### src/hdl/cb32_pkg.sv
package cb32_pkg;

  // Group geometry
  localparam int unsigned GroupW   = 48;
  localparam int unsigned DataW    = 40;
  localparam int unsigned FillW    = 4;
  localparam int unsigned CountW   = 3;
  localparam int unsigned IdxW     = 3;

  // Job queue between front and back
  localparam int unsigned QueueDepth = 2;
  localparam int unsigned PtrW       = $clog2(QueueDepth);
  localparam int unsigned QCntW      = $clog2(QueueDepth + 1);

  // Register map: index taken from paddr bit 2
  localparam logic RegDirection = 1'b0;

  // Direction codes
  localparam logic DirEncode = 1'b0;
  localparam logic DirDecode = 1'b1;

  localparam logic [7:0] PadChar = 8'h3D;
  localparam logic [5:0] PadCode = 6'd32;

  localparam logic [255:0] Alphabet = "0123456789ABCDEFGHJKMNPQRSTVWXYZ";

  // One queued group: encode keeps the 40 aligned bits, decode the five bytes
  typedef struct packed {
    logic               dec;
    logic [CountW-1:0]  n;
    logic [DataW-1:0]   data;
  } job_t;

  typedef struct packed {
    logic ok;
    logic [5:0] code;
  } code_t;

  typedef struct packed {
    logic we;
    logic dir;
  } cfg_wr_t;

  // Character for a 5-bit index
  function automatic logic [7:0] alpha_char(input logic [4:0] idx);
    logic [7:0] ch;
    ch = Alphabet[8 * (31 - int'(idx)) +: 8];
    return ch;
  endfunction

  // Map an ASCII character to its code; ok low means dropped
  function automatic code_t char_code(input logic [7:0] c);
    code_t      r;
    logic [7:0] u;
    r.ok   = 1'b1;
    r.code = '0;
    u      = (c >= 8'h61 && c <= 8'h7A) ? c - 8'h20 : c;
    if (c >= 8'h30 && c <= 8'h39) begin
      r.code = 6'(c - 8'h30);
    end else if (c == PadChar) begin
      r.code = PadCode;
    end else if (u >= 8'h41 && u <= 8'h48) begin
      r.code = 6'(u - 8'h41 + 8'd10);
    end else if (u >= 8'h4A && u <= 8'h4B) begin
      r.code = 6'(u - 8'h41 + 8'd9);
    end else if (u >= 8'h4D && u <= 8'h4E) begin
      r.code = 6'(u - 8'h41 + 8'd8);
    end else if (u >= 8'h50 && u <= 8'h54) begin
      r.code = 6'(u - 8'h41 + 8'd7);
    end else if (u >= 8'h56 && u <= 8'h5A) begin
      r.code = 6'(u - 8'h41 + 8'd6);
    end else if (u == 8'h49 || u == 8'h4C) begin
      r.code = 6'd1;
    end else if (u == 8'h4F) begin
      r.code = 6'd0;
    end else begin
      r.ok = 1'b0;
    end
    return r;
  endfunction

  // Align n pending bytes (1..5) to the top of 40 bits
  function automatic job_t enc_job(input logic [DataW-1:0] g, input logic [CountW-1:0] n);
    job_t j;
    j.dec = 1'b0;
    j.n   = n;
    case (n)
      3'd1:    j.data = {g[7:0], 32'd0};
      3'd2:    j.data = {g[15:0], 24'd0};
      3'd3:    j.data = {g[23:0], 16'd0};
      3'd4:    j.data = {g[31:0], 8'd0};
      default: j.data = g;
    endcase
    return j;
  endfunction

  // Turn eight codes into up to five bytes, padding trims the count
  function automatic job_t dec_job(input logic [GroupW-1:0] g);
    job_t       j;
    logic [5:0] a [8];
    logic [2:0] skip;
    logic [7:0] b0, b1, b2, b3, b4;
    for (int k = 0; k < 8; k++) begin
      a[k] = g[GroupW - 1 - 6 * k -: 6];
    end
    skip = 3'd0;
    if (a[7] == PadCode) begin
      a[7] = '0;
      skip = 3'd1;
    end
    if (a[5] == PadCode) begin
      a[5] = '0;
      a[6] = '0;
      skip = 3'd2;
    end
    if (a[4] == PadCode) begin
      a[4] = '0;
      skip = 3'd3;
    end
    if (a[2] == PadCode) begin
      a[2] = '0;
      a[3] = '0;
      skip = 3'd4;
    end
    b0 = {a[0][4:0], 3'd0} | {4'd0, a[1][5:2]};
    b1 = {a[1][1:0], 6'd0} | {1'b0, a[2], 1'b0} | {6'd0, a[3][5:4]};
    b2 = {a[3][3:0], 4'd0} | {3'd0, a[4][5:1]};
    b3 = {a[4][0], 7'd0} | {a[5], 2'd0} | {5'd0, a[6][5:3]};
    b4 = {a[6][2:0], 5'd0} | {2'd0, a[7]};
    j.dec  = 1'b1;
    j.n    = 3'd5 - skip;
    j.data = {b0, b1, b2, b3, b4};
    return j;
  endfunction

  // Fewest pending bytes for which encode character k is real data
  function automatic logic [CountW-1:0] min_bytes(input logic [IdxW-1:0] k);
    logic [CountW-1:0] m;
    case (k)
      3'd0, 3'd1: m = 3'd1;
      3'd2, 3'd3: m = 3'd2;
      3'd4:       m = 3'd3;
      3'd5, 3'd6: m = 3'd4;
      default:    m = 3'd5;
    endcase
    return m;
  endfunction

endpackage

### src/hdl/cb32_front.sv
module cb32_front
  import cb32_pkg::*;
(
  input  logic       clk_i,
  input  logic       rst_ni,
  input  cfg_wr_t    cfg_i,
  output logic       dir_o,
  input  logic       in_valid_i,
  output logic       in_ready_o,
  input  logic [7:0] in_byte_i,
  input  logic       in_eod_i,
  output logic       push_o,
  output job_t       push_job_o,
  input  logic       full_i
);

  logic              dir_q;
  logic [GroupW-1:0] grp_q, grp_d;
  logic [FillW-1:0]  fill_q, fill_d;
  logic              take;
  logic [FillW-1:0]  fill_inc;
  logic [GroupW-1:0] enc_grp, dec_grp;
  code_t             cc;

  assign in_ready_o = ~full_i;
  assign take       = in_valid_i & ~full_i;
  assign dir_o      = dir_q;
  assign fill_inc   = fill_q + FillW'(1);
  assign cc         = char_code(in_byte_i);
  assign enc_grp    = {grp_q[GroupW-9:0], in_byte_i};
  assign dec_grp    = {grp_q[GroupW-7:0], cc.code};

  // Gather one group and hand it to the queue when complete, or at end of data when encoding
  always_comb begin
    grp_d      = grp_q;
    fill_d     = fill_q;
    push_o     = 1'b0;
    push_job_o = enc_job(enc_grp[DataW-1:0], fill_inc[CountW-1:0]);
    if (take) begin
      if (dir_q == DirEncode) begin
        grp_d  = enc_grp;
        fill_d = fill_inc;
        if (fill_inc >= FillW'(5) || in_eod_i) begin
          push_o = 1'b1;
          grp_d  = '0;
          fill_d = '0;
        end
      end else begin
        push_job_o = dec_job(dec_grp);
        if (cc.ok) begin
          grp_d  = dec_grp;
          fill_d = fill_inc;
          if (fill_inc >= FillW'(8)) begin
            push_o = 1'b1;
            grp_d  = '0;
            fill_d = '0;
          end
        end
        if (in_eod_i) begin
          grp_d  = '0;
          fill_d = '0;
        end
      end
    end
    if (cfg_i.we) begin
      grp_d  = '0;
      fill_d = '0;
    end
  end

  always_ff @(posedge clk_i or negedge rst_ni) begin
    if (!rst_ni) begin
      dir_q  <= DirEncode;
      grp_q  <= '0;
      fill_q <= '0;
    end else begin
      if (cfg_i.we) begin
        dir_q <= cfg_i.dir;
      end
      grp_q  <= grp_d;
      fill_q <= fill_d;
    end
  end

endmodule

### src/hdl/cb32_queue.sv
module cb32_queue
  import cb32_pkg::*;
(
  input  logic clk_i,
  input  logic rst_ni,
  input  logic push_i,
  input  job_t push_job_i,
  output logic full_o,
  input  logic pop_i,
  output logic valid_o,
  output job_t head_o
);

  job_t             mem_q [QueueDepth];
  logic [PtrW-1:0]  wr_q, rd_q;
  logic [QCntW-1:0] cnt_q;

  assign full_o  = cnt_q == QCntW'(QueueDepth);
  assign valid_o = cnt_q != '0;
  assign head_o  = mem_q[rd_q];

  // Store the request
  always_ff @(posedge clk_i) begin
    if (push_i) begin
      mem_q[wr_q] <= push_job_i;
    end
  end

  // Advance pointers and fill count
  always_ff @(posedge clk_i or negedge rst_ni) begin
    if (!rst_ni) begin
      wr_q  <= '0;
      rd_q  <= '0;
      cnt_q <= '0;
    end else begin
      if (push_i) begin
        wr_q <= (wr_q == PtrW'(QueueDepth - 1)) ? '0 : wr_q + PtrW'(1);
      end
      if (pop_i) begin
        rd_q <= (rd_q == PtrW'(QueueDepth - 1)) ? '0 : rd_q + PtrW'(1);
      end
      if (push_i && !pop_i) begin
        cnt_q <= cnt_q + QCntW'(1);
      end else if (pop_i && !push_i) begin
        cnt_q <= cnt_q - QCntW'(1);
      end
    end
  end

endmodule

### src/hdl/cb32_back.sv
module cb32_back
  import cb32_pkg::*;
(
  input  logic       clk_i,
  input  logic       rst_ni,
  input  logic       job_valid_i,
  input  job_t       job_i,
  output logic       pop_o,
  output logic       out_valid_o,
  input  logic       out_ready_i,
  output logic [7:0] out_byte_o,
  output logic       out_last_o
);

  logic [IdxW-1:0] k_q;
  logic            ov_q;
  logic [7:0]      ob_q;
  logic            ol_q;
  logic            load;
  logic [7:0]      res_byte;
  logic            res_last;
  logic [4:0]      idx;

  assign load  = job_valid_i & (~ov_q | out_ready_i);
  assign pop_o = load & res_last;
  assign idx   = job_i.data[DataW - 1 - 5 * int'(k_q) -: 5];

  // Pick the result for step k of the head job
  always_comb begin
    if (job_i.dec) begin
      res_byte = job_i.data[DataW - 1 - 8 * int'(k_q) -: 8];
      res_last = (CountW'(k_q) + CountW'(1)) == job_i.n;
    end else begin
      res_byte = (job_i.n >= min_bytes(k_q)) ? alpha_char(idx) : PadChar;
      res_last = k_q == IdxW'(7);
    end
  end

  always_ff @(posedge clk_i) begin
    if (load) begin
      ob_q <= res_byte;
      ol_q <= res_last;
    end
  end

  // Hold the output until taken, step through the job
  always_ff @(posedge clk_i or negedge rst_ni) begin
    if (!rst_ni) begin
      k_q  <= '0;
      ov_q <= 1'b0;
    end else begin
      if (load) begin
        ov_q <= 1'b1;
        k_q  <= res_last ? '0 : k_q + IdxW'(1);
      end else if (out_ready_i) begin
        ov_q <= 1'b0;
      end
    end
  end

  assign out_valid_o = ov_q;
  assign out_byte_o  = ob_q;
  assign out_last_o  = ol_q;

endmodule

### src/hdl/crockford_base32_codec.sv
// Channel   Dir  Handshake                     Contents
// s_axis    in   s_axis_tvalid/s_axis_tready   tdata: in_byte, tlast: end_of_data
// m_axis    out  m_axis_tvalid/m_axis_tready   tdata: out_byte, tlast: out_last
// apb       in   psel/penable/pready           reg 0 at 0x0: direction (bit 0)
//
// Input takes one item per cycle while the two-entry group queue has room.
// Output gives one result per cycle from the back end while m_axis_tready is
// high and a job is queued: eight characters per encoded group, one to five
// bytes per decoded group. The first result passes through the queue and then
// the output register after its group completes. Reset clears direction
// (encode) and the pending group; either side may stall without losing results.
module crockford_base32_codec
  import cb32_pkg::*;
(
  input  logic        clk_i,
  input  logic        rst_ni,
  input  logic        s_axis_tvalid,
  output logic        s_axis_tready,
  input  logic [7:0]  s_axis_tdata,   // [7:0] in_byte
  input  logic        s_axis_tlast,
  output logic        m_axis_tvalid,
  input  logic        m_axis_tready,
  output logic [7:0]  m_axis_tdata,   // [7:0] out_byte
  output logic        m_axis_tlast,
  input  logic        psel,
  input  logic        penable,
  input  logic        pwrite,
  input  logic [2:0]  paddr,
  input  logic [31:0] pwdata,
  output logic [31:0] prdata,
  output logic        pready
);

  cfg_wr_t cfg;
  logic    dir;
  logic    push, full, pop, job_valid;
  job_t    push_job, head_job;

  // Decode the register write
  assign pready  = 1'b1;
  assign cfg.we  = psel & penable & pwrite & (paddr[2] == RegDirection);
  assign cfg.dir = pwdata[0];
  assign prdata  = (paddr[2] == RegDirection) ? {31'd0, dir} : 32'd0;

  cb32_front u_front (
    .clk_i      (clk_i),
    .rst_ni     (rst_ni),
    .cfg_i      (cfg),
    .dir_o      (dir),
    .in_valid_i (s_axis_tvalid),
    .in_ready_o (s_axis_tready),
    .in_byte_i  (s_axis_tdata),
    .in_eod_i   (s_axis_tlast),
    .push_o     (push),
    .push_job_o (push_job),
    .full_i     (full)
  );

  cb32_queue u_queue (
    .clk_i      (clk_i),
    .rst_ni     (rst_ni),
    .push_i     (push),
    .push_job_i (push_job),
    .full_o     (full),
    .pop_i      (pop),
    .valid_o    (job_valid),
    .head_o     (head_job)
  );

  cb32_back u_back (
    .clk_i       (clk_i),
    .rst_ni      (rst_ni),
    .job_valid_i (job_valid),
    .job_i       (head_job),
    .pop_o       (pop),
    .out_valid_o (m_axis_tvalid),
    .out_ready_i (m_axis_tready),
    .out_byte_o  (m_axis_tdata),
    .out_last_o  (m_axis_tlast)
  );

endmodule

### config.mk
export PLATFORM = sky130hd
export DESIGN_NAME = crockford_base32_codec
export DESIGN_NICKNAME = d
export VERILOG_FILES = /design/src/hdl/cb32_pkg.sv /design/src/hdl/cb32_front.sv /design/src/hdl/cb32_queue.sv /design/src/hdl/cb32_back.sv /design/src/hdl/crockford_base32_codec.sv
export SDC_FILE = /design/constraint.sdc
export NUM_CORES = 1
export LEC_CHECK = 0
export ABC_AREA = 1
export BUFFER_PORTS_ARGS = -buffer_cell sky130_fd_sc_hd__buf_2
export CAP_MARGIN = 15
export CORE_MARGIN = 1
export CORE_UTILIZATION = 57
export CTS_BUF_LIST = sky130_fd_sc_hd__clkbuf_8
export DETAILED_ROUTE_END_ITERATION = 8
export PLACE_DENSITY = 0.8
export SETUP_SLACK_MARGIN = 0.1
export SYNTH_ARGS = -nofsm -noshare
export SYNTH_HDL_FRONTEND = slang
export SYNTH_SLANG_ARGS = --single-unit
### constraint.sdc
create_clock -name clk_i -period 3.8 [get_ports clk_i]
set_clock_uncertainty 0.2 [all_clocks]
set_input_delay 0.38 -clock clk_i [delete_from_list [all_inputs] [get_ports clk_i]]
set_output_delay 0.38 -clock clk_i [all_outputs]
set_load 0.05 [all_outputs]
# After elaboration in Yosys (flattened, before gate mapping)
# Memories as Yosys holds them, arrays and structs flattened.
# Index checks and enable logic that the tools add are counted.
[totals]
in_bits = 51
memories = 1
reg_bits = 63
wordCells = 184
mem_bits_rw = 88
[op_classes]
mux = 73
magnitude_cmp = 17
reduce_logical = 22
n_eq_ne = 22
shifts = 3
n_mul = 1
n_addsub = 18
bitwise_logic = 17
[mem_list]
columns = ["name", "words", "word_bits", "read_ports", "rd_ports_with_merged_regs", "write_ports", "line", "rtl"]
rows = [
  ["u_queue.mem_q", 2, 44, 1, 0, 1, "cb32_queue.sv:14", "job_t mem_q [QueueDepth];"],
]
[op_table]
columns = ["cell", "n"]
rows = [
  ["41-bit two-way mux", 7],
  ["256-bit by 32-bit variable part select with 8-bit output, first input constant", 1],
  ["40-bit case mux with 4 select lines", 1],
  ["44-bit two-way mux", 2],
  ["6-bit two-way mux", 13],
  ["12-bit two-way mux", 6],
  ["8-bit by 7-bit greater-or-equal comparator with 1-bit output, second input constant", 6],
  ["8-bit by 7-bit <= comparator with 1-bit output, second input constant", 6],
  ["47-bit by 33-bit variable part select with 8-bit output", 1],
  ["44-bit by 33-bit variable part select with 5-bit output", 1],
  ["4-bit two-way mux", 7],
  ["6-bit equality test, second input constant", 4],
  ["8-bit by 7-bit equality test with 1-bit output, second input constant", 3],
  ["1-bit two-way mux", 24],
  ["8-bit two-way mux", 3],
  ["6-bit by 4-bit adder with 6-bit output, second input constant", 3],
  ["3-bit equality test, second input constant", 5],
  ["3-bit two-way mux", 5],
  ["6-bit by 6-bit subtractor with 7-bit output, first input constant", 2],
  ["6-bit by 3-bit adder with 6-bit output, second input constant", 2],
  ["3-bit by 2-bit equality test with 1-bit output, second input constant", 4],
  ["3-bit case mux with 4 select lines", 1],
  ["1-bit logical AND", 9],
  ["8-bit by 6-bit equality test with 1-bit output, second input constant", 1],
  ["37 further kinds", 56],
]

# Longest topological paths before layout
# Gate-level depths: netlist (run 1).
[depth]
depth_word = 23
mapped_depth = 27
mapped_depth_nobuf = 26

# By module
# Synthesis (run 1) repeated with hierarchy kept, for this count alone.
[hier_totals]
hier_cells = 1470
area_unflattened_um2 = 11553.6
[by_module_without_submodules]
columns = ["module", "area_per_inst_um2", "cells_per_inst", "instances"]
rows = [
  ["cb32_front", 4727.0, 713, 1],
  ["cb32_queue", 3582.2, 162, 1],
  ["cb32_back", 2971.6, 555, 1],
  ["crockford_base32_codec", 272.8, 40, 1],
]

# Worst setup path before layout (run 1)
# OpenSTA, ideal clock, no wires.
[synth_path]
path_type = "input port to flip-flop"
start = "input s_axis_tdata[0]"
end = "memory u_queue.mem_q[1][0] (netlist name), enable pin"
setup_slack_ns = -1.157
t_arrival_ns = 4.310
required_ns = 3.153
stages = 20
cell_sequence = "buf_2 inv_1 buf_2 ha_1 nand3_1 nand2_1 nand3_2 nand3_2 nand3_2 a21oi_4 inv_2 o21ai_2 nand2_2 nand3_1 nor2_2 nand2_2 nand2_1 nand2_1 nand3_1 nor2_1"
[synth_between]
elab_chain_cells = 18
[synth_lines]
columns = ["item", "line", "rtl"]
rows = [
  ["from (decl)", "crockford_base32_codec.sv:19", "input logic [7:0] s_axis_tdata,"],
  ["branches (longest 12 deep; another with 8-bit by 7-bit greater-or-equal comparator with 1-bit output)", "n/a", ""],
  ["1-bit two-way mux (*)", "cb32_pkg.sv:58", "if (c >= 8'h30 && c <= 8'h39) begin"],
  ["1-bit two-way mux (*)", "cb32_front.sv:50", "if (cc.ok) begin"],
  ["1-bit two-way mux (*)", "cb32_front.sv:40", "if (dir_q == DirEncode) begin"],
  ["1-bit two-way mux (*)", "cb32_front.sv:39", "if (take) begin"],
  ["1-bit two-way mux (*)", "cb32_queue.sv:24", "if (push_i) begin"],
  ["1-bit two-way mux (not written as such) (*)", "cb32_queue.sv:25", "mem_q[wr_q] <= push_job_i;"],
  ["to (decl)", "cb32_queue.sv:14", ""],
]
# Every way passes the cells marked *.

# Worst setup path in the final report (run 1)
[layout_path]
start = "register u_back.k_q[2]"
end = "register u_back.ob_q[2], in the netlist u_back.out_byte_o[2] (data pin)"
[layout_between]
elab_chain_cells = 7
[layout_lines]
columns = ["item", "line", "rtl"]
rows = [
  ["from (decl)", "cb32_back.sv:15", "logic [IdxW-1:0] k_q;"],
  ["from (signal assigned)", "cb32_back.sv:54", "k_q <= res_last ? '0 : k_q + IdxW'(1);"],
  ["3-bit by 3-bit multiplier with 6-bit output (tied with other cells)", "cb32_back.sv:26", "assign idx = job_i.data[DataW - 1 - 5 * int'(k_q) -: 5];"],
  ["6-bit by 6-bit subtractor with 7-bit output / 2-bit OR reduction (equally long branches)", "cb32_back.sv:26, cb32_pkg.sv:139", ""],
  ["44-bit by 33-bit variable part select with 5-bit output / 3-bit case mux with 4 select lines (equally long branches)", "cb32_back.sv:26, cb32_pkg.sv:139", ""],
  ["5-bit by 5-bit subtractor with 6-bit output / 3-bit two-way mux (equally long branches)", "cb32_pkg.sv:47, cb32_back.sv:30", ""],
  ["256-bit by 32-bit variable part select with 8-bit output / 3-bit greater-or-equal comparator (equally long branches)", "cb32_pkg.sv:47, cb32_back.sv:34", ""],
  ["8-bit two-way mux", "cb32_back.sv:34", "res_byte = (job_i.n >= min_bytes(k_q)) ? alpha_char(idx) : PadChar;"],
  ["8-bit two-way mux (*)", "cb32_back.sv:30", "if (job_i.dec) begin"],
  ["named net u_back.res_byte[2]", "cb32_back.sv:20", "logic [7:0] res_byte;"],
  ["to (signal assigned)", "cb32_back.sv:41", "ob_q <= res_byte;"],
  ["to (decl)", "cb32_back.sv:17", "logic [7:0] ob_q;"],
]
# Mark *: on every way through the listed nets, which the timed path passes. The rest lies on a longest branch. The select of a mux whose other input is x is not followed.
# A chain may end at the register's enable or synchronous reset.

==> results of run 1 <==
[worst max-delay path, cell delays in order (launching register included)]
cell and delay [ns]:
dfrtp_1 0.41, ha_2 0.21, ha_4 0.22, inv_2 0.07, nand2_4 0.06, nand2_8 0.10, clkinv_4 0.08, buf_4 0.16
nor2_1 0.13, nand2_1 0.06, nand3_1 0.10, a21oi_1 0.05, o21ai_0 0.23, o21ai_0 0.13, nand2_1 0.08, nand3_1 0.10
nand2_1 0.10, nand2_1 0.19, nand2_1 0.16, nand2_1 0.09, nand2_1 0.06, nand2_1 0.05, nand2_1 0.07, nand3_1 0.08
nand2_1 0.09, nand2_1 0.06
[metal layers]
layer  up-vias  GRT usage, %  routed length [um]
li1       5048             -                   -
met1      4902          44.5               14000
met2       572          53.8               15400
met3        97          4.76                2630
met4         0          13.1                1160
met5         -             0                   0
[layout make-up]
type | count | share of cell area [%]
multi-input combinational | 1072 | 48.0
sequential | 151 | 34.2
timing repair buffer | 111 | 7.13
inverter | 157 | 4.82
tap | 260 | 2.61
clock buffer | 17 | 1.88
clock inverter | 15 | 1.31
timing repair inverter | 1 | 0.0401
[cells in the mapped netlist, types with 6 or more instances]
cell	count	area, um^2
nand2_1	364	1370
inv_1	143	537
edfxtp_1	97	2910
o21ai_0	87	435
nor2_1	84	315
o22ai_1	80	500
a21oi_1	79	395
nand3_1	79	395
dfrtp_1	54	1350
clkbuf_1	42	158
ha_1	40	500
buf_4	36	270
nand2_2	32	200
o21ai_2	23	201
buf_2	21	105
o211ai_1	18	135
o221ai_1	14	123
o21ai_1	13	65.1
xor2_1	11	96.3
a221oi_1	10	87.6
a22oi_1	10	75.1
nand4_1	10	62.6
inv_2	8	30.0
xnor2_1	8	70.1
a211oi_1	7	52.6
nand2_4	7	78.8
a21boi_0	6	45.0
mux2i_1	6	60.1
nand3_2	6	60.1
[state kept, by name (all words and copies together) (netlist names)]
signal	flops
u_back.k_q	3
u_back.out_byte_o	8
u_front.grp_q	41
u_back.out_valid_o	1
u_queue.mem_q	88
u_queue.wr_q	1
u_queue.rd_q	1
u_front.fill_q	4
u_queue.cnt_q	2
u_back.out_last_o	1
u_front.dir_o	1
[cell families (layout without fill, tap and decap cells)]
| family | count (synthesis) | in the layout | synth area share (%) |
|---|---|---|---|
| AOI/OAI and AO/OA | 370 | 370 | 20.7 |
| xor gates and xnor gates | 19 | 19 | 1.49 |
| adders and majority gates | 40 | 40 | 4.49 |
| buffers and inverters | 261 | 301 | 10.6 |
| DFF | 151 | 151 | 38.3 |
| muxes | 6 | 6 | 0.539 |
| other | 2 | 32 | 0.0674 |
| and+or+nand+nor | 604 | 605 | 23.8 |
[power groups by stage]
stage          clock network (mW)  logic [mW]  registers (mW)
3_5_place_dp                    0        6.92            2.57
2_1_floorplan                   0        4.71            2.73
4_1_cts                      1.27        6.98            2.53
5_1_grt                      1.34        8.16            2.58
6_report                     1.27        7.51            2.54
3_3_place_gp                    0        6.79            2.55
[timing repair]
| action | in CTS | in global routing |
|---|---|---|
| pin swaps | 1 | 19 |
| hold buffers | 3 | 0 |
| setup buffers | 1 | 3 |
| gates cloned | 1 | 3 |
| setup endpoints to repair | 3 | 15 |
| endpoints found under the hold margin | 42 | 0 |
| gates resized for setup | 4 | 43 |
[worst paths after layout]
kind,cells after the start,end
hold reg to reg,1,u_queue.cnt_q[0]$_DFFE_PN0P_
hold / removal,4,u_front.dir_o$_DFFE_PN0P_
setup reg to reg,25,u_back.out_byte_o[2]$_DFFE_PP_
min in group asynchronous,2,u_front.fill_q[3]$_DFFE_PN0P_
max in group asynchronous,3,u_front.grp_q[7]$_DFFE_PN0P_
setup / recovery,25,u_back.out_byte_o[2]$_DFFE_PP_
==> impl_metrics.env, run 1 <==
export IMPL_status="finished, final reports clean"
export IMPL_p_sw_share_pct=52.4
export IMPL_dieArea_um2=20100
export IMPL_min_path_type="in2reg"
export IMPL_netlist_area_um2=11100
export IMPL_grtUsageTotal_pct=33.0
export IMPL_clk_pin_slew_ns=0.10
export IMPL_fin_crit_sh_pct=95.0
export IMPL_root_buffer="clkbuf_8"
export IMPL_postSynthCellCount=1453
export IMPL_core_area_um2=19000
export IMPL_hold_ws_ns=0.177
export IMPL_max_freq_ghz=0.277
export IMPL_ys_seq_elements=151
export IMPL_end_kind="flip-flop"
export IMPL_setup_viol=0
export IMPL_rrSetupSlack_ns=0.19
export IMPL_rr_startpoint="u_back.k_q[2]$_DFFE_PN0P_"
export IMPL_irDropWorstVdd_v=0.000464
export IMPL_fin_tns_setup_ns=0
export IMPL_p_total_mw=11.3
export IMPL_power_share_clock_pct=11.2
export IMPL_clockBufferDepth=2
export IMPL_pwr_share_comb_pct=66.3
export IMPL_first_pass_iters=6
export IMPL_drive_above_1_share_pct=17.2
export IMPL_yosysWarningCount=0
export IMPL_synth_edf_count=97
export IMPL_vias=10600
export IMPL_clkSinkCount=151
export IMPL_grt_pass1_wl_mm=51.2
export IMPL_cp_max_fo=9
export IMPL_antenna_found_initial=0
export IMPL_fin_cells=1784
export IMPL_final_util_pct=65.8
export IMPL_fin_area_um2=12500
export IMPL_async_reset_ff_share_pct=35.8
export IMPL_relSlewSlack_pct=16.6
export IMPL_worst_pin_slew_ns=1.25
export IMPL_fill_cells=1656
export IMPL_rsz0062_at_grt="yes"
export IMPL_fp_row_count=50
export IMPL_power_switching_mw=5.93
export IMPL_yosysSeqAreaShare_pct=38.3
export IMPL_layout_min_cycle_time_ns=3.61
export IMPL_regArea_um2=4260
export IMPL_required_ns=3.83
export IMPL_gp_congestion=1.00
export IMPL_final_max_slew_viol_count=0
export IMPL_drtIter0Drc=1232
export IMPL_port_buffers=29
export IMPL_dieWidth_um=142
export IMPL_start_util_pct=58.8
export IMPL_num_nets_final=1602
export IMPL_hold_violations=0
export IMPL_min_from="penable"
export IMPL_grt_max_degree=45
export IMPL_grt_overflow=0
export IMPL_powerDensity_nw_per_um2=908
export IMPL_placedCellCount=1741
export IMPL_worstPathArrival_ns=3.64
export IMPL_p_int_mw=5.40
export IMPL_place_area_um2=11800
export IMPL_pwr_share_seq_pct=22.5
export IMPL_ys_flop_type="edfxtp_1"
export IMPL_avgRoutedWirePerCell_um=18.6
export IMPL_start_kind="flip-flop"
export IMPL_cts_tree="yes"
export IMPL_htree_num_levels=4
export IMPL_ant_nets=0
export IMPL_yosysUniqueCellTypes=55
export IMPL_synth_avg_cell_area_um2=7.67
export IMPL_grt_pass1_vias=9628
export IMPL_multi_input_area_um2=5990
export IMPL_pin_count=95
export IMPL_post_place_ws_ns=-0.119
export IMPL_place_detailed_hpwl_mm=23.8
export IMPL_wl_mm=33.1
export IMPL_leakagePower_nw=5.52
export IMPL_antenna_cells=0
export IMPL_fin_ws_ns=0.190
export IMPL_drc=0
export IMPL_via_per_inst=5.95
export IMPL_area_growth_pct=11.9
export IMPL_max_cap_violations=0
export IMPL_cts_made_buffers=17
export IMPL_final_common_cell="nand2_1"
export IMPL_critPathLaunch="u_back.k_q[2]$_DFFE_PN0P_"
export IMPL_final_cell_mix="nand2_1 (357), inv_1 (141), edfxtp_1 (97)"
export IMPL_worst_setup_path_type="reg2reg"
export IMPL_insertion_delay_ns=0.47
export IMPL_fp_dieH_um=142
(Power assumes the default switching activity.)
==> inputs of run 2 (changes only) <==
- REMOVE_ABC_BUFFERS: not set -> 1
==> run 2 against run 1 <==
Effect of this change:
- the flow now finishes with violations (DRC)
- utilization decreased by 0.22 points
- clock-buffer cell count unchanged
- worst hold slack improved by 0.024 ns
- first-iteration DRC count increased by 2.0%
- critical path depth decreased by 3
- worst setup slack improved by 0.11 ns
- critical path type is now in2reg
- critical endpoint is now u_front.grp_q[22]$_DFFE_PN0P_
- routed wire length decreased by 1.6%
- combinational power about the same
- largest cell class unchanged
- non-clock buffer count increased by 6
- die area unchanged
- via count about the same
- fmax increased by 3.2%
- highest routed layer unchanged
==> impl_metrics.env, run 2 (synthesis gave the netlist of run 1 again) <==
export IMPL_status="finished, violations left"
export IMPL_violations="DRC"
export IMPL_max_cap_violations=0
export IMPL_grt_pass1_vias=9926
export IMPL_worst_pin_slew_ns=1.34
export IMPL_dieArea_um2=20100
export IMPL_fill_cells=1699
export IMPL_critical_path_buf_inv_count=4
export IMPL_start_kind="input port"
export IMPL_regMostFlops="u_queue.mem_q"
export IMPL_start_util_pct=58.8
export IMPL_max_stage_delay_ns=1.02
export IMPL_final_common_cell="nand2_1"
export IMPL_p_sw_share_pct=52.0
export IMPL_relSlewSlack_pct=10.8
export IMPL_setup_viol=0
export IMPL_antenna_found_initial=0
export IMPL_drtIter0Drc=1257
export IMPL_leakagePower_nw=5.53
export IMPL_dieWidth_um=142
export IMPL_drive_above_1_share_pct=17.2
export IMPL_critPathTopFamily="simple AND/OR/NAND/NOR gates"
export IMPL_core_area_um2=19000
export IMPL_p_total_mw=11.3
export IMPL_place_area_um2=11900
export IMPL_end_kind="flip-flop"
export IMPL_wl_mm=32.6
export IMPL_fp_dieH_um=142
export IMPL_antenna_cells=0
export IMPL_worstPathArrival_ns=3.69
export IMPL_max_freq_ghz=0.286
export IMPL_irDropWorstVdd_v=0.000522
export IMPL_met1Wirelength_mm=13.3
export IMPL_hold_ws_ns=0.201
export IMPL_via_per_inst=5.94
export IMPL_clkSinkCount=151
export IMPL_final_cell_mix="nand2_1 (357), inv_1 (141), edfxtp_1 (97)"
export IMPL_grt_pass1_wl_mm=51.8
export IMPL_hold_violations=0
export IMPL_root_buffer="clkbuf_8"
export IMPL_worst_setup_path_type="in2reg"
export IMPL_htree_num_levels=4
export IMPL_grt_max_degree=45
export IMPL_cp_max_fo=19
export IMPL_fp_row_count=50
export IMPL_clk_pin_slew_ns=0.09
export IMPL_vias=10600
export IMPL_dr_wl_met3_mm=2.89
export IMPL_grt_overflow=0
export IMPL_avgRoutedWirePerCell_um=18.2
export IMPL_first_pass_iters=9
export IMPL_power_switching_mw=5.86
export IMPL_critical_path_slowest_cell="nor2_2"
export IMPL_port_buffers=29
export IMPL_pwr_share_seq_pct=22.5
export IMPL_powerDensity_nw_per_um2=907
export IMPL_num_nets_final=1607
export IMPL_cts_tree="yes"
export IMPL_gp_congestion=1.04
export IMPL_met2_wirelength_mm=15.0
export IMPL_area_growth_pct=11.5
export IMPL_grtUsageTotal_pct=33.4
export IMPL_final_max_slew_viol_count=0
export IMPL_worstPathCellList="buf_2 -> ha_1 -> a21oi_2 -> inv_1 -> nor2_1 -> nand2_1 -> nand3_2 -> nand2_4 -> nor2_4 -> nand3_1 -> inv_1 -> nand2_1 -> o21a_1 -> inv_1 -> nor2_4 -> nand2_2 -> nor2_2 -> nand2_2 -> nand2_4 -> nor2_2 -> nand2_1 -> o21ai_1"
export IMPL_fin_area_um2=12400
export IMPL_insertion_delay_ns=0.46
export IMPL_p_int_mw=5.41
export IMPL_required_ns=3.99
export IMPL_rsz0062_at_grt="yes"
export IMPL_layout_min_cycle_time_ns=3.50
export IMPL_cts_made_buffers=17
export IMPL_min_path_type="in2reg"
export IMPL_drc=1
export IMPL_ant_nets=0
export IMPL_top_layer_used="met4"
export IMPL_power_share_clock_pct=11.1
export IMPL_fin_crit_sh_pct=92.1
export IMPL_pin_count=95
export IMPL_largest_reg_flops=88
export IMPL_clockBufferDepth=2
export IMPL_place_detailed_hpwl_mm=23.9
export IMPL_pwr_share_comb_pct=66.4
run 2: cell types whose count changed in the layout (fill, tap and decap cells not counted), sizes merged:
cell and change:
clkinvlp -2, bufbuf -1, clkbuf +1, inv +1, buf +6
run 2: area by class of cell:
class                      instances  area, um^2  share of cell area (%)
clock buffer                      17         234                    1.88
clock inverter                    15         165                    1.33
inverter                         157         599                    4.82
multi-input combinational       1072        5920                    47.6
sequential                       151        4260                    34.3
tap                              260         325                    2.62
timing repair buffer             117         926                    7.45
run 2: timing repair:
item	4_1_cts	5_1_grt
gates resized for setup	5	34
hold buffers	3	0
pin swaps	0	12
setup endpoints to repair	6	15
hold endpoints to repair	35	0
setup buffers	0	2
gates cloned	0	2
run 2: worst paths after layout:
| path | cells past startpoint | end | from | slack (ns) |
|---|---|---|---|---|
| max in group asynchronous | 3 | u_front.grp_q[7]$_DFFE_PN0P_ | rst_ni | 2.20 |
| setup / recovery | 22 | u_front.grp_q[22]$_DFFE_PN0P_ | s_axis_tdata[4] | 0.30 |
| hold reg to reg | 2 | u_front.fill_q[3]$_DFFE_PN0P_ | u_front.fill_q[3]$_DFFE_PN0P_ | 0.31 |
| setup reg to reg | 23 | u_back.out_byte_o[0]$_DFFE_PP_ | u_back.k_q[2]$_DFFE_PN0P_ | 0.33 |
| min in group asynchronous | 2 | u_front.fill_q[3]$_DFFE_PN0P_ | rst_ni | 0.36 |
| hold / removal | 4 | u_front.dir_o$_DFFE_PN0P_ | penable | 0.20 |
run 2: power by group through the flow:
stage	Clock, mW	Combinational (mW)	Sequential (mW)
after floorplan	0	4.35	2.84
after global placement	0	6.98	2.55
after detailed placement	0	7.08	2.57
after CTS	1.27	7.13	2.53
after global routing	1.33	8.21	2.57
final	1.25	7.48	2.54
run 2: tightest hold or removal path, cell delays in order:
cell	delay, ns
buf_2	0.07
and3_2	0.26
nand2_1	0.07
nand2_1	0.05
run 2: layer usage:
| metal | vias to the layer above | global-route usage [%] |
|---|---|---|
| met4 | 0 | 16.4 |
| met3 | 109 | 5.20 |
| met5 | - | 0 |
| met2 | 575 | 52.6 |
| li1 | 5056 | - |
| met1 | 4886 | 45.1 |
run 2: through the flow:
stage          TNS, ns  util (%)  std cells  setup slack (ns)
6_report             0      65.6       1789             0.302
5_1_grt              0      65.6       1789            0.0503
4_1_cts              0      64.9       1785             0.111
3_5_place_dp     -1.19      62.6       1750            -0.151
3_3_place_gp    -0.125      62.6       1750           -0.0198
2_1_floorplan  -116.49         -       1379             -1.04
==> inputs of run 3 (changes only) <==
- CORE_UTILIZATION: 57 -> 58
- PLACE_DENSITY: 0.8 -> 0.77
- clock period: 3.8 -> 3.55 ns (I/O delays scaled with it)
==> run 3 against run 2 <==
Effect of this change:
- largest power group unchanged
- via count is 2.5% higher
- clock-buffer cell count is 1 higher
- worst hold slack worse by 0.0026 ns
- power is 16% higher
- utilization is 3.7 points higher
- routed wire length is 3.2% higher
- the flow now finishes without violations
- non-clock buffer count is 50 higher
- critical endpoint is now u_back.out_byte_o[0]$_DFFE_PP_
- highest routed layer unchanged
==> impl_metrics.env, run 3 (synthesis gave the netlist of run 1 again) <==
export IMPL_powerDensity_nw_per_um2=1000
export IMPL_power_share_clock_pct=9.6
export IMPL_clockBufferDepth=2
export IMPL_setup_viol=0
export IMPL_post_place_ws_ns=-0.268
export IMPL_grtUsageTotal_pct=33.7
export IMPL_leakagePower_nw=5.81
export IMPL_num_nets_final=1657
export IMPL_max_cap_violations=0
export IMPL_hold_ws_ns=0.199
export IMPL_pwr_share_seq_pct=20.9
export IMPL_start_kind="flip-flop"
export IMPL_rsz0062_at_grt="yes"
export IMPL_antenna_cells=0
export IMPL_wl_mm=33.6
export IMPL_grt_overflow=0
export IMPL_fin_ws_ns=0.0703
export IMPL_fin_area_um2=13000
export IMPL_largest_reg_flops=88
export IMPL_grt_max_degree=42
export IMPL_regMostFlops="u_queue.mem_q"
export IMPL_clkSinkCount=151
export IMPL_status="finished, final reports clean"
export IMPL_cts_tree="yes"
export IMPL_regArea_um2=4260
export IMPL_final_cell_mix="nand2_1 (351), inv_1 (137), buf_4 (116)"
export IMPL_pwr_share_comb_pct=69.5
export IMPL_htree_num_levels=4
export IMPL_power_switching_mw=6.73
export IMPL_final_max_slew_viol_count=0
export IMPL_max_freq_ghz=0.287
export IMPL_ant_nets=0
export IMPL_cp_max_fo=8
export IMPL_drive_above_1_share_pct=21.8
export IMPL_gp_congestion=1.01
export IMPL_avgRoutedWirePerCell_um=18.5
export IMPL_worstPathArrival_ns=3.50
export IMPL_core_area_um2=18800
export IMPL_p_int_mw=6.31
export IMPL_insertion_delay_ns=0.46
export IMPL_hold_violations=0
export IMPL_cts_made_buffers=17
export IMPL_place_area_um2=12100
export IMPL_fin_crit_sh_pct=98.0
export IMPL_fp_row_count=50
export IMPL_root_buffer="clkbuf_8"
export IMPL_final_common_cell="nand2_1"
export IMPL_fill_cells=1501
export IMPL_drtIter0Drc=1250
export IMPL_rrSetupSlack_ns=0.07
export IMPL_required_ns=3.57
export IMPL_fp_dieH_um=141
export IMPL_multi_input_area_um2=6080
export IMPL_pin_count=95
export IMPL_first_pass_iters=5
export IMPL_vias=10900
export IMPL_irDropWorstVdd_v=0.000478
export IMPL_grt_pass1_wl_mm=51.7
export IMPL_drc=0
export IMPL_via_per_inst=6.01
export IMPL_min_path_type="in2reg"
export IMPL_start_util_pct=59.4
export IMPL_worst_setup_path_type="reg2reg"
export IMPL_place_detailed_hpwl_mm=24.6
export IMPL_dieArea_um2=19800
export IMPL_port_buffers=29
export IMPL_antenna_found_initial=0
export IMPL_worst_pin_slew_ns=0.902
export IMPL_p_sw_share_pct=51.6
export IMPL_grt_pass1_vias=9990
export IMPL_dieWidth_um=141
export IMPL_area_growth_pct=16.7
export IMPL_clk_pin_slew_ns=0.10
export IMPL_relSlewSlack_pct=39.4
export IMPL_end_kind="flip-flop"
export IMPL_fin_tns_setup_ns=0
export IMPL_layout_min_cycle_time_ns=3.48
[run 3: cell types whose count changed in the layout (fill, tap and decap cells not counted), sizes merged]
cell	before	now
clkinvlp	1	3
buf	113	163
bufinv	2	0
clkbuf	18	19
clkinv	8	7
[run 3: timing repair]
item	CTS	global route
setup endpoints to repair	7	39
pin swaps	13	15
endpoints found under the hold margin	34	0
cloned	2	2
resized for setup	53	52
hold buffers	3	0
setup buffers	6	6
[run 3: cell type report]
type | instances | area share, %
Multi-Input combinational cell | 1072 | 46.7
Sequential cell | 151 | 32.8
Clock inverter | 14 | 1.00
Tap cell | 234 | 2.25
Clock buffer | 18 | 1.90
Inverter | 157 | 4.61
Timing Repair Buffer | 167 | 10.7
[run 3: power by group through the flow]
stage,Sequential (mW),Combinational [mW],Clock (mW)
global placement,2.73,7.82,0
floorplan,3.04,4.66,0
finish,2.72,9.07,1.26
detailed placement,2.75,7.97,0
CTS,2.71,8.33,1.26
global route,2.75,9.79,1.33
[run 3: per-stage QoR]
| step | util, % | std cells | power (mW) |
|---|---|---|---|
| floorplan | - | 1379 | 7.70 |
| global placement | 64.6 | 1762 | 10.6 |
| detailed placement | 64.6 | 1762 | 10.7 |
| CTS | 67.9 | 1805 | 12.3 |
| global route | 69.3 | 1813 | 13.9 |
| finish | 69.3 | 1813 | 13.0 |
[run 3: final timing paths]
check / from / endpoint / cells past startpoint
worst max-delay path: u_back.k_q[0]$_DFFE_PN0P_ / u_back.out_byte_o[0]$_DFFE_PP_ / 23
worst min-delay path: penable / u_front.dir_o$_DFFE_PN0P_ / 4
worst max register to register: u_back.k_q[0]$_DFFE_PN0P_ / u_back.out_byte_o[0]$_DFFE_PP_ / 23
worst min register to register: u_queue.cnt_q[1]$_DFFE_PN0P_ / u_queue.cnt_q[1]$_DFFE_PN0P_ / 1
max in group asynchronous: rst_ni / u_front.grp_q[7]$_DFFE_PN0P_ / 3
min in group asynchronous: rst_ni / u_front.fill_q[3]$_DFFE_PN0P_ / 2
[run 3: worst max-delay path, cell delays in order, from the launching register on]
cell and delay (ns):
dfrtp_1 0.42, ha_2 0.21, ha_4 0.17, ha_4 0.16, nand2_4 0.07, nand2_8 0.07, buf_6 0.13, buf_16 0.13
buf_8 0.13, nand2_1 0.11, o21ai_1 0.09, o21ai_1 0.18, inv_1 0.06, nand2_1 0.06, o2111ai_1 0.12, nand2_2 0.16
inv_2 0.07, ha_2 0.18, nand2_1 0.07, o21ai_0 0.09, o21ai_1 0.14, nand3_1 0.08, nand2_1 0.06, nand2_1 0.05
[run 3: layer usage]
layer  part of all wire, %  wire length [um]  track usage [%]
met2                    48             16200             55.9
met3                   7.2              2410             5.60
met5                     0                 0                0
met1                    41             13700             43.6
met4                   3.9              1320             14.9
